### config.mk
export PLATFORM = sky130hd
export DESIGN_NAME = multi_mode_cartridge_bank_mapper_unit
export DESIGN_NICKNAME = d
export VERILOG_FILES = /design/src/design/mcbm_pkg.sv /design/src/design/mcbm_ctrl.sv /design/src/design/mcbm_datapath.sv /design/src/design/multi_mode_cartridge_bank_mapper_unit.sv
export SDC_FILE = /design/constraint.sdc
export NUM_CORES = 1
export LEC_CHECK = 0
export ABC_AREA = 1
export BUFFER_PORTS_ARGS = -buffer_cell sky130_fd_sc_hd__clkbuf_2
export CELL_PAD_IN_SITES_DETAIL_PLACEMENT = 0
export CELL_PAD_IN_SITES_GLOBAL_PLACEMENT = 2
export CORE_ASPECT_RATIO = 1.5
export CORE_MARGIN = 5
export CORE_UTILIZATION = 34
export DETAILED_ROUTE_END_ITERATION = 8
export PLACE_DENSITY_LB_ADDON = 0.1
export SLEW_MARGIN = 30
export SYNTH_ARGS = -nofsm -noshare
export SYNTH_HDL_FRONTEND = slang
export SYNTH_SLANG_ARGS = --single-unit
### constraint.sdc
create_clock -name clk -period 2.4 [get_ports clk]
set_input_delay 0.24 -clock clk [delete_from_list [all_inputs] [get_ports clk]]
set_output_delay 0.24 -clock clk [all_outputs]
set_load 0.005 [all_outputs]
### src/design/mcbm_pkg.sv
// ============================================================================
// mcbm_pkg
// Shared types and constants for the multi-mode cartridge bank mapper.
// ============================================================================
`default_nettype none
package mcbm_pkg;

    typedef struct packed {
        logic [1:0]  mode;
        logic [15:0] address;
        logic [7:0]  data;
    } mcbm_in_t;

    typedef struct packed {
        logic [8:0] bank;
        logic [1:0] mirroring;
        logic [2:0] irq_action;
        logic [7:0] irq_latch_value;
    } mcbm_out_t;

    typedef enum logic [1:0] {
        KIND_WRITE = 2'd0,
        KIND_PRG   = 2'd1,
        KIND_CHR   = 2'd2,
        KIND_NONE  = 2'd3
    } mcbm_kind_t;

    typedef enum logic [2:0] {
        IRQ_NONE    = 3'd0,
        IRQ_LATCH   = 3'd1,
        IRQ_RELOAD  = 3'd2,
        IRQ_ENABLE  = 3'd3,
        IRQ_DISABLE = 3'd4
    } mcbm_irq_t;

    typedef enum logic [0:0] {
        ST_IDLE = 1'b0,
        ST_FULL = 1'b1
    } mcbm_state_t;

    localparam logic [0:0] CFG_PRG_MAX = 1'b0;
    localparam logic [0:0] CFG_CHR_MAX = 1'b1;

    typedef struct packed {
        logic load;
    } mcbm_cmd_t;

    typedef struct packed {
        logic unused;
    } mcbm_status_t;

endpackage
`default_nettype wire

### src/design/mcbm_ctrl.sv
// ============================================================================
// mcbm_ctrl
// Output handshake controller: load an item when the result slot is empty or frees.
// ============================================================================
`default_nettype none
module mcbm_ctrl
    import mcbm_pkg::*;
(
    input  wire logic clk,
    input  wire logic rst_n,
    input  wire logic in_valid,
    output logic      in_stall,
    output logic      out_valid,
    input  wire logic out_stall,
    output mcbm_cmd_t cmd
);
    mcbm_state_t state_reg, state_next;
    logic        take;

    always_comb
    begin
        take = in_valid && (state_reg == ST_IDLE || !out_stall);
    end

    always_comb
    begin
        state_next = state_reg;
        case (state_reg)
            ST_IDLE: if (take) state_next = ST_FULL;
            ST_FULL: if (!out_stall && !take) state_next = ST_IDLE;
            default: state_next = ST_IDLE;
        endcase
    end

    always_comb
    begin
        in_stall  = (state_reg == ST_FULL) && out_stall;
        out_valid = (state_reg == ST_FULL);
        cmd.load  = take;
    end

    always_ff @(posedge clk or negedge rst_n)
    begin
        if (!rst_n)
            state_reg <= ST_IDLE;
        else
            state_reg <= state_next;
    end

    a_hold: assert property (@(posedge clk) disable iff (!rst_n)
        (out_valid && out_stall) |=> out_valid) else $error("result dropped");
    a_load: assert property (@(posedge clk) disable iff (!rst_n)
        cmd.load |=> out_valid) else $error("load without result");
    a_stall: assert property (@(posedge clk) disable iff (!rst_n)
        in_stall |-> (out_valid && out_stall)) else $error("bad stall");
endmodule
`default_nettype wire

### src/design/mcbm_datapath.sv
// ============================================================================
// mcbm_datapath
// Mapper registers, bank translation and the result register.
// ============================================================================
`default_nettype none
module mcbm_datapath
    import mcbm_pkg::*;
(
    input  wire logic       clk,
    input  wire logic       rst_n,
    input  wire mcbm_cmd_t  cmd,
    input  wire mcbm_in_t   item,
    input  wire logic       cfg_we,
    input  wire logic [0:0] cfg_index,
    input  wire logic [8:0] cfg_data,
    output mcbm_out_t       result
);
    logic [7:0] prg_max_reg;
    logic [8:0] chr_max_reg;
    logic [7:0] pers_reg, pers_next;
    logic [7:0] appl_reg, appl_next;
    logic [4:0] vprg_reg [2];
    logic [4:0] vprg_next [2];
    logic [7:0] vchr_reg [8];
    logic [7:0] vchr_next [8];
    logic       vmir_reg, vmir_next;
    logic [7:0] m3c_reg, m3c_next;
    logic [7:0] m3m_reg, m3m_next;
    logic [7:0] m3b_reg [10];
    logic [7:0] m3b_next [10];
    logic [4:0] m1r_reg [4];
    logic [4:0] m1r_next [4];
    logic [4:0] sbuf_reg, sbuf_next;
    logic [2:0] scnt_reg, scnt_next;
    mcbm_out_t  res_reg, res_next;

    logic [15:0] a;
    logic [7:0]  v;
    logic [1:0]  p;
    logic [3:0]  rg;
    logic [2:0]  act;
    logic [7:0]  lat;
    logic [1:0]  pslot;
    logic [2:0]  cslot;
    logic [8:0]  bank;
    logic [1:0]  mir;
    logic [8:0]  t9;
    logic [8:0]  base;
    logic [2:0]  cidx;
    logic [4:0]  sb;
    logic [2:0]  r;
    logic [8:0]  lim;

    always_comb
    begin
        a     = item.address;
        v     = item.data;
        p     = pers_reg[1:0];
        rg    = a[15:12];
        pslot = a[14:13];
        cslot = a[12:10];
        act   = IRQ_NONE;
        lat   = 8'd0;
        pers_next = pers_reg;
        appl_next = appl_reg;
        vprg_next = vprg_reg;
        vchr_next = vchr_reg;
        vmir_next = vmir_reg;
        m3c_next  = m3c_reg;
        m3m_next  = m3m_reg;
        m3b_next  = m3b_reg;
        m1r_next  = m1r_reg;
        sbuf_next = sbuf_reg;
        scnt_next = scnt_reg;
        cidx = 3'd0;
        sb   = 5'd0;
        r    = m3c_reg[2:0];
        t9   = 9'd0;
        lim  = 9'd0;
        if (item.mode == KIND_WRITE && a >= 16'h4100)
        begin
            if (a < 16'h6000 && a[8])
            begin
                if (pers_reg != v)
                begin
                    pers_next = v;
                    if (!v[0]) act = IRQ_DISABLE;
                    if (v[1:0] != 2'd3) appl_next = v;
                end
            end
            else if (a[15])
            begin
                case (p)
                    2'd0:
                    begin
                        if (rg == 4'h8 || rg == 4'hA)
                            vprg_next[a[13]] = v[4:0];
                        else if (rg == 4'h9)
                            vmir_next = v[0];
                        else if (rg >= 4'hB && rg <= 4'hE)
                        begin
                            t9   = {1'b0, 4'(rg - 4'hB), 4'd0};
                            cidx = {t9[5:4], a[0]};
                            vchr_next[cidx] = a[1] ? {v[3:0], 4'd0} : {4'd0, v[3:0]};
                        end
                    end
                    2'd1:
                    begin
                        if (rg <= 4'h9)
                        begin
                            if (a[0])
                            begin
                                if (r < 3'd2) m3b_next[{1'b0, r}] = {1'b0, v[7:1]};
                                else          m3b_next[{1'b0, r}] = v;
                            end
                            else
                                m3c_next = v;
                        end
                        else if (rg <= 4'hB)
                        begin
                            if (!a[0]) m3m_next = v;
                        end
                        else if (rg <= 4'hD)
                        begin
                            if (a[0]) act = IRQ_RELOAD;
                            else
                            begin
                                act = IRQ_LATCH;
                                lat = v;
                            end
                        end
                        else
                            act = a[0] ? IRQ_ENABLE : IRQ_DISABLE;
                    end
                    2'd2:
                    begin
                        if (!v[7])
                        begin
                            sb = (scnt_reg < 3'd5) ? (sbuf_reg | (5'(v[0]) << scnt_reg))
                                                   : sbuf_reg;
                            if (scnt_reg == 3'd4)
                            begin
                                m1r_next[a[14:13]] = sb;
                                sbuf_next = 5'd0;
                                scnt_next = 3'd0;
                            end
                            else
                            begin
                                sbuf_next = sb;
                                scnt_next = scnt_reg + 3'd1;
                            end
                        end
                        else
                        begin
                            sbuf_next = 5'd0;
                            scnt_next = 3'd0;
                            m1r_next[0] = m1r_reg[0] | 5'h0C;
                        end
                    end
                    default: ;
                endcase
            end
        end

        // lookup, using state before this item
        bank = 9'd0;
        base = {appl_reg[2], 8'd0};
        if (item.mode == KIND_PRG && a[15])
        begin
            case (appl_reg[1:0])
                2'd0:
                begin
                    t9 = (pslot == 2'd0) ? 9'(vprg_reg[0]) : (pslot == 2'd1) ? 9'(vprg_reg[1])
                       : (pslot == 2'd2) ? 9'h1E : 9'h1F;
                    lim = {1'b0, prg_max_reg};
                    bank = (t9 > lim) ? (t9 & lim) : t9;
                end
                2'd1:
                begin
                    case (pslot)
                        2'd0: t9 = m3c_reg[6] ? 9'(m3b_reg[8]) : 9'(m3b_reg[6]);
                        2'd1: t9 = 9'(m3b_reg[7]);
                        2'd2: t9 = m3c_reg[6] ? 9'(m3b_reg[6]) : 9'(m3b_reg[8]);
                        default: t9 = 9'(m3b_reg[9]);
                    endcase
                    lim = {1'b0, prg_max_reg};
                    bank = (t9 > lim) ? (t9 & lim) : t9;
                end
                default:
                begin
                    if (m1r_reg[0][3])
                    begin
                        if (!pslot[1]) t9 = m1r_reg[0][2] ? 9'(m1r_reg[3][3:0]) : 9'd0;
                        else           t9 = m1r_reg[0][2] ? 9'h0F : 9'(m1r_reg[3][3:0]);
                        lim = {2'd0, prg_max_reg[7:1]};
                        t9 = (t9 > lim) ? (t9 & lim) : t9;
                        bank = {t9[7:0], pslot[0]};
                    end
                    else
                    begin
                        t9 = 9'(m1r_reg[3][3:1]);
                        lim = {3'd0, prg_max_reg[7:2]};
                        t9 = (t9 > lim) ? (t9 & lim) : t9;
                        bank = {t9[6:0], pslot};
                    end
                end
            endcase
        end
        else if (item.mode == KIND_CHR)
        begin
            case (appl_reg[1:0])
                2'd0:
                begin
                    t9 = base | 9'(vchr_reg[cslot]);
                    bank = (t9 > chr_max_reg) ? (t9 & chr_max_reg) : t9;
                end
                2'd1:
                begin
                    if (cslot[2] == m3c_reg[7])
                    begin
                        t9 = (base >> 1) | 9'(m3b_reg[{3'd0, cslot[1]}]);
                        lim = {1'b0, chr_max_reg[8:1]};
                        t9 = (t9 > lim) ? (t9 & lim) : t9;
                        bank = {t9[7:0], cslot[0]};
                    end
                    else
                    begin
                        t9 = base | 9'(m3b_reg[4'(cslot[1:0]) + 4'd2]);
                        bank = (t9 > chr_max_reg) ? (t9 & chr_max_reg) : t9;
                    end
                end
                default:
                begin
                    if (!cslot[2]) t9 = m1r_reg[0][4] ? 9'(m1r_reg[1]) : 9'(m1r_reg[1] & 5'h1E);
                    else           t9 = m1r_reg[0][4] ? 9'(m1r_reg[2]) : 9'(m1r_reg[1] | 5'h01);
                    lim = {2'd0, chr_max_reg[8:2]};
                    t9 = (t9 > lim) ? (t9 & lim) : t9;
                    bank = {t9[6:0], cslot[1:0]};
                end
            endcase
        end

        // mirroring reflects state after this item
        case (appl_next[1:0])
            2'd0: mir = {1'b0, vmir_next};
            2'd1: mir = {1'b0, m3m_next[0]};
            default:
                case (m1r_next[0][1:0])
                    2'd0: mir = 2'd2;
                    2'd1: mir = 2'd3;
                    2'd2: mir = 2'd0;
                    default: mir = 2'd1;
                endcase
        endcase

        res_next.bank            = bank;
        res_next.mirroring       = mir;
        res_next.irq_action      = act;
        res_next.irq_latch_value = lat;
    end

    always_ff @(posedge clk or negedge rst_n)
    begin
        if (!rst_n)
        begin
            prg_max_reg <= 8'hFF;
            chr_max_reg <= 9'h1FF;
            pers_reg <= 8'd0;
            appl_reg <= 8'd0;
            vprg_reg <= '{5'd0, 5'd1};
            vchr_reg <= '{8'd0, 8'd1, 8'd2, 8'd3, 8'd4, 8'd5, 8'd6, 8'd7};
            vmir_reg <= 1'b0;
            m3c_reg  <= 8'd0;
            m3m_reg  <= 8'd0;
            m3b_reg  <= '{8'h00, 8'h01, 8'h04, 8'h05, 8'h06, 8'h07,
                          8'h3C, 8'h3D, 8'hFE, 8'hFF};
            m1r_reg  <= '{5'h0C, 5'd0, 5'd0, 5'd0};
            sbuf_reg <= 5'd0;
            scnt_reg <= 3'd0;
        end
        else
        begin
            if (cfg_we && cfg_index == CFG_PRG_MAX) prg_max_reg <= cfg_data[7:0];
            if (cfg_we && cfg_index == CFG_CHR_MAX) chr_max_reg <= cfg_data;
            if (cmd.load)
            begin
                pers_reg <= pers_next;
                appl_reg <= appl_next;
                vprg_reg <= vprg_next;
                vchr_reg <= vchr_next;
                vmir_reg <= vmir_next;
                m3c_reg  <= m3c_next;
                m3m_reg  <= m3m_next;
                m3b_reg  <= m3b_next;
                m1r_reg  <= m1r_next;
                sbuf_reg <= sbuf_next;
                scnt_reg <= scnt_next;
            end
        end
    end

    always_ff @(posedge clk)
    begin
        if (cmd.load) res_reg <= res_next;
    end

    assign result = res_reg;

    a_cnt: assert property (@(posedge clk) disable iff (!rst_n)
        scnt_reg <= 3'd4) else $error("shift count overrun");
    a_appl: assert property (@(posedge clk) disable iff (!rst_n)
        appl_reg[1:0] != 2'd3) else $error("applied personality 3");
    a_lat: assert property (@(posedge clk) disable iff (!rst_n)
        $past(cmd.load) |-> (res_reg.irq_latch_value == 8'd0
                             || res_reg.irq_action == IRQ_LATCH))
        else $error("latch without action");
endmodule
`default_nettype wire

### src/design/multi_mode_cartridge_bank_mapper_unit.sv
// ============================================================================
// multi_mode_cartridge_bank_mapper_unit
// Cartridge bank mapper with three register personalities.
// ============================================================================
// Input items carry a CPU write, a PRG lookup or a CHR lookup and are taken
// when in_valid is high and in_stall low. Every item yields one result item
// on the out channel in the cycle after it is taken, taken when out_valid is
// high and out_stall low. One item per cycle is sustained while the receiver
// does not stall; the single result register holds each result. While the
// receiver stalls, the result holds and in_stall rises, so at most one item
// waits. Reset clears all mapper registers to their power-up values and
// marks the result register empty. Configuration writes (cfg_we, cfg_index,
// cfg_data) set the PRG and CHR bank limits and take effect at the next edge.
// ============================================================================
`default_nettype none
module multi_mode_cartridge_bank_mapper_unit
    import mcbm_pkg::*;
(
    input  wire logic       clk,
    input  wire logic       rst_n,
    input  wire logic       in_valid,
    output logic            in_stall,
    input  wire mcbm_in_t   in_data,
    output logic            out_valid,
    input  wire logic       out_stall,
    output mcbm_out_t       out_data,
    input  wire logic       cfg_we,
    input  wire logic [0:0] cfg_index,
    input  wire logic [8:0] cfg_data
);
    mcbm_cmd_t cmd;

    mcbm_ctrl u_ctrl (
        .clk       (clk),
        .rst_n     (rst_n),
        .in_valid  (in_valid),
        .in_stall  (in_stall),
        .out_valid (out_valid),
        .out_stall (out_stall),
        .cmd       (cmd)
    );

    mcbm_datapath u_dp (
        .clk       (clk),
        .rst_n     (rst_n),
        .cmd       (cmd),
        .item      (in_data),
        .cfg_we    (cfg_we),
        .cfg_index (cfg_index),
        .cfg_data  (cfg_data),
        .result    (out_data)
    );
endmodule
`default_nettype wire

Word-level counts from Yosys, hierarchy flattened
Index checks and enable logic that the tools add are counted.

Reduce and logical (&&, ||, !) cells: 35. Magnitude comparators: 28. Muxes and demuxes: 102. Shift operators: 1. Eq/ne operators: 17. Bitwise gates (word level): 30. $add $sub $neg: 3.

Operators with widths (number): $mux 9 (18); $bwmux 80 (2); $mux 8 (13); $mux 80 (1); $mux 17 (4); $bmux 8 s4 (2); $bwmux 64 (1); $pmux 9 s2 (2); $mux 5 (7); $mux 3 (11); $demux 8 s4 (1); $gt 9x8->1 (3); $pmux 9 s3 (1); $bmux 8 s3 (1); $demux 8 s3 (1); $reduce_and 7->1 (3); $bwmux 20 (1); $mux 19 (1); $and 9x8->9 (2); $and 9x9->9 (2); $gt 9x7->1 (2); $gt 9x9->1 (2); $or 9x8->9 (2); $mux 1 (17); 59 further kinds (116).

Input port bits: 41. Output and inout bits: 24. Register bits after elaboration: 243. Word-level logic and storage cells: 257.

Depth between registers and ports, before layout
Word-level depth: 15. Gate-level depth with buffers: 22. Gate-level depth less buffers: 19.

Hierarchy
A second synthesis with hierarchy kept.

Cells, all modules: 1605. Area total of the unflattened synthesis: 12769.7 um^2.

By module, submodules not included: mcbm_datapath (area an instance 12724.7 um^2, seq. area each 5728.0 um^2, instances 1, cells an instance 1599); mcbm_ctrl (area an instance 45.0 um^2, seq. area each 25.0 um^2, instances 1, cells an instance 6).

Worst setup path after synthesis
No wires, ideal clock.

Kind: input to register. Start point: input in_data[18] (netlist name). End point: register u_dp.res_reg (netlist bit u_dp.result[18]) (data pin). Stages on the path: 21. Setup slack: -0.477 ns. Buffers on the path: 4. Data required time: 2.144 ns. Data arrival time: 2.622 ns. Setup time: 0.256 ns. Cell sequence: clkbuf_1 -> inv_1 -> buf_2 -> clkbuf_1 -> nand2_1 -> a32o_1 -> inv_1 -> ha_1 -> nand2_1 -> inv_1 -> nand2_1 -> nand2_1 -> nand2_1 -> nand3_1 -> nand2_1 -> clkbuf_1 -> nand2_1 -> o211ai_1 -> nand3_1 -> nand2_1 -> nand2_1.

Word-level cells in the longest chain between the ends: 12. Elaborated cells between the ends (all ways): 21. Those cells by class: 1 x add/sub; 2 x order compare; 12 x mux; 6 x bitwise.

RTL lines: start, declared (line multi_mode_cartridge_bank_mapper_unit.sv:23) `input wire mcbm_in_t in_data,`; $add 2x2->3 (line mcbm_datapath.sv:228) `t9 = base | 9'(m3b_reg[4'(cslot[1:0]) + 4'd2]);`; $not 4->5 (implied by the code) (line mcbm_datapath.sv:228); $bmux 8 s4 (line mcbm_datapath.sv:228); $mux 8 (implied by the code) (2 in series) (line mcbm_datapath.sv:228); $or 9x8->9 (line mcbm_datapath.sv:228); $gt 9x9->1 or $and 9x9->9 (tied branches) (line mcbm_datapath.sv:229) `bank = (t9 > chr_max_reg) ? (t9 & chr_max_reg) : t9;`; $mux 9 (line mcbm_datapath.sv:229); $mux 9 (line mcbm_datapath.sv:219) `if (cslot[2] == m3c_reg[7])`; $pmux 9 s2 (*) (line mcbm_datapath.sv:211) `case (appl_reg[1:0])`; $mux 9 (*) (line mcbm_datapath.sv:209) `else if (item.mode == KIND_CHR)`; $mux 9 (*) (line mcbm_datapath.sv:168) `if (item.mode == KIND_PRG && a[15])`; net u_dp.bank[5] (line mcbm_datapath.sv:45) `logic [8:0] bank;`; end signal, assigned (line mcbm_datapath.sv:304) `if (cmd.load) res_reg <= res_next;`; end, declared (line mcbm_datapath.sv:35) `mcbm_out_t res_reg, res_next;`.

The timed path passes the listed nets; every way through them passes the cells marked *. The select of a mux whose other input is x is not followed. A chain may end at the register's enable or synchronous reset.

Worst setup path in the final report
Start point: register u_dp.m3c_reg[6]. End point: register u_dp.res_reg (netlist bit u_dp.result[17]) (data pin).

Word-level cells in the longest chain between the ends: 8. Elaborated cells between the ends (all ways): 10. Those cells by class: 1 x order compare; 8 x mux; 1 x bitwise.

RTL lines: start, declared (line mcbm_datapath.sv:27) `logic [7:0] m3c_reg, m3c_next;`; start signal, assigned (line mcbm_datapath.sv:292) `m3c_reg <= m3c_next;`; $mux 8, on equally long branches (line mcbm_datapath.sv:183, mcbm_datapath.sv:181); $pmux 9 s3 (*) (line mcbm_datapath.sv:180) `case (pslot)`; $mux 9 (*) (line mcbm_datapath.sv:170) `case (appl_reg[1:0])`; $mux 9 (*) (line mcbm_datapath.sv:168); $gt 9x8->1 or $and 9x8->9 (tied branches) (line mcbm_datapath.sv:187) `bank = (t9 > lim) ? (t9 & lim) : t9;`; $mux 9 (*) (line mcbm_datapath.sv:187); $pmux 9 s2 (*) (line mcbm_datapath.sv:170); $mux 9 (*) (line mcbm_datapath.sv:168); net u_dp.bank[4] (line mcbm_datapath.sv:45).

Marks and branches as above.

==> results.cfg <==
[status]
status = complete, but fails checks
violations = setup timing

[final_layout]
final_nets = 2006
synthToLayoutAreaGrowth_pct = 31.9
fin_cells = 2369
num-fill-cells = 3779
diodes = 0
drive_gt1_frac = 0.273
fin_util = 0.453

[cts]
cts_root_buf = clkbuf_16
clock_sinks = 223
cts-buffers-inserted = 24
clock_latency_ns = 0.54
clk_pin_slew_ns = 0.06
htreeDepth = 1
clockBufferDepth = 3
cts_tree = done

[floorplan]
fp.coreArea_um2 = 37600
die_area_um2 = 42000
die_h_um = 249
die_w_um = 169
std_cell_rows = 87
ioPinCount = 65
start_util = 0.344

[critical_path]
crit_chain = clkinv_4, buf_6, a21oi_4, nor4_4, buf_4, inv_4, ha_4, nand2_4, nor2_4, nand3b_1, buf_4, nand3b_1, nand3_2, nand3_2, nand2_2, nand2_1
critPathLaunchType = flip-flop
cp.required_ns = 2.70
crit_path_max_incr_delay_ns = 0.46
crit_fanout = 5
worstSetupStartpoint = u_dp.m3c_reg[6]
crit_path_end_kind = flip-flop
endpoint = u_dp.result[17]
rr_startpoint = u_dp.m3c_reg[6]
critPathKind = flip-flop to flip-flop
r2r_slack_ns = -0.24
crit_path_top_delay_cell = dfrtp_2
crit_arrival_ns = 2.94
r2r_cells = 16
r2r-end = u_dp.result[17]

[grt]
overflow = 0
grt_pass1_vias = 12121
grt_pass1_wl_um = 72500
grt_start_max_net_pins = 57
track_usage = 0.223
antenna_found_initial = 0

[timing]
layout_min_cycle_time_ns = 2.64
hold_viol_final = 0
worst_slew_pin_slew_ns = 0.694
max_freq_mhz = 378
layout_setup_ws_ns = -0.244
max_slew_margin = 0.535
tns_ns = -1.79
finalClockSkew_ns = 0.00808
setup_violations = 9
period_share = 1.10
drv_slew = 0
rsz0062_at_grt = true

[synth]
syn_area_um2 = 12900
synth_common_cells = nand2_1, o21ai_0, dfrtp_1
synthMostInstantiatedCell = nand2_1
seq_area_frac_synth = 0.446
synth_ff_type = dfrtp_1
syn_nets = 1739
synth_edf_count = 22
ys_types = 44
syn_inst = 1595
synth_async_sr_flop_share = 0.901
synth_area_per_cell_um2 = 8.09
yosysTopAreaCell = dfrtp_1
synthTopCellsByArea = dfrtp_1, nand2_1, dfstp_2, ha_1, o21ai_0
synth_top_area_frac = 0.293
synth-warning-count = 0
synth-seq-cells = 223

[routing]
drt-initial-drc-count = 638
firstDrtPassIters = 5
drt-vias-per-instance = 5.00
routed_wl_um = 47600
drc = 0
num_vias = 11848
wl_per_cell_um = 20.1
ant_nets = 0

[hold_path]
hold_class = primary input to flip-flop

[power_and_ir_drop]
p_switching_mw = 3.35
netSwitchingFraction = 0.316
p_per_area_nw_per_um2 = 622
p_comb_frac = 0.253
clkPwrFrac = 0.356
ir_worst_vdd_mv = 0.604
p_seq_frac = 0.391
power.static_leakage_nw = 7.98
p_int_mw = 7.25

[place]
port_buffers = 58
placedCellCount = 2291
gp_congestion = 0.863
dp_hpwl_um = 36600

[flow_run]
max_cap_violations = 0
-- cells by family (layout without fill, tap and decap cells) --
group	count (synthesis)	after routing	share of synthesized area
adders and majority gates	103	103	0.0998
DFF	223	223	0.446
xor gates and xnor gates	9	9	0.00611
AOI/OAI and AO/OA	371	371	0.155
and+or+nand+nor	693	693	0.227
muxes	5	5	0.00427
buffers and inverters	191	476	0.0614
-- stage by stage --
stage	worst slack, ns	area [um^2]	power (mW)	hold WS (ns)
global placement	-0.766	15400	6.57	0.268
global route	-0.359	17000	11.2	0.217
detailed placement	-0.775	15400	6.58	0.267
floorplan	-0.0379	13100	5.43	-0.0556
finish	-0.244	17000	10.6	0.202
CTS	-0.289	16800	10.6	0.170
-- worst min path at each step --
| stage | cells past startpoint | start | slack [ns] | to |
|---|---|---|---|---|
| floorplan | 0 | rst_n | -0.06 | u_ctrl.out_valid |
| global placement | 1 | rst_n | 0.27 | u_dp.m1r_reg[5] |
| detailed placement | 1 | rst_n | 0.27 | u_dp.m1r_reg[5] |
| CTS | 6 | in_valid | 0.17 | u_dp.m1r_reg[16] |
| global route | 3 | in_data[5] | 0.22 | u_dp.m3b_reg[76] |
| finish | 6 | in_valid | 0.20 | u_dp.m1r_reg[16] |
-- cells in the final DEF (no fill, tap or decap), drive strengths merged --
master and instances:
nand2 431, o21ai 256, buf 223, dfrtp 151
inv 136, nor2 121, ha 103, clkbuf 97
nand3 94, a21oi 55, dfstp 50, edfxtp 22
o22ai 18, o211ai 17, nor3 14, nand3b 12
dlygate4sd3 12, xnor2 9, o21a 8, a31oi 8
nand4 8, clkinv 7, a32o 6, nor4 6
or2 5, mux2 4, and3 1, a21o 1
a21boi 1, o21bai 1, mux2i 1, and2 1
clkinvlp 1
-- critical path: cells and delay by family (launching register included) --
kind            cells  cell delay (ns)
compound gates      1             0.06
fa+ha+maj           1             0.23
buf+inv             5             0.61
flops               1             0.46
simple gates        9             1.03
-- power by group through the flow --
stage                     combinational [mW]  clock, mW  sequential, mW
after floorplan                         1.25          0            4.19
after global placement                  2.35          0            4.21
after detailed placement                2.37          0            4.22
after CTS                               2.60       3.88            4.15
after global routing                    2.97       4.04            4.16
final                                   2.68       3.77            4.15
-- metal layers --
metal,wire [um],vias to the layer above,global-route usage
li1,-,5859,-
met1,18500,5740,0.253
met2,26200,172,0.432
met3,1080,77,0.0186
met4,1820,0,0.0766
met5,0,-,0
-- layout make-up --
cell class,instances,area (um^2),share of cell area
inverter,139,563,0.0331
multi-input combinational,1181,6930,0.407
tap,489,612,0.0359
clock buffer,39,758,0.0445
clock inverter,5,40.0,0.00235
sequential,223,5750,0.338
timing repair buffer,293,2370,0.139
-- what timing repair did --
| item | in CTS | in global routing |
|---|---|---|
| pin swaps | 41 | 30 |
| setup buffers | 15 | 6 |
| resized for setup | 104 | 46 |
| gates cloned | 1 | 0 |
| endpoints found under the setup margin | 9 | 9 |
| endpoints found under the hold margin | 62 | 0 |
| hold buffers | 12 | 0 |
Note: power is estimated with default switching activity, not from simulation.
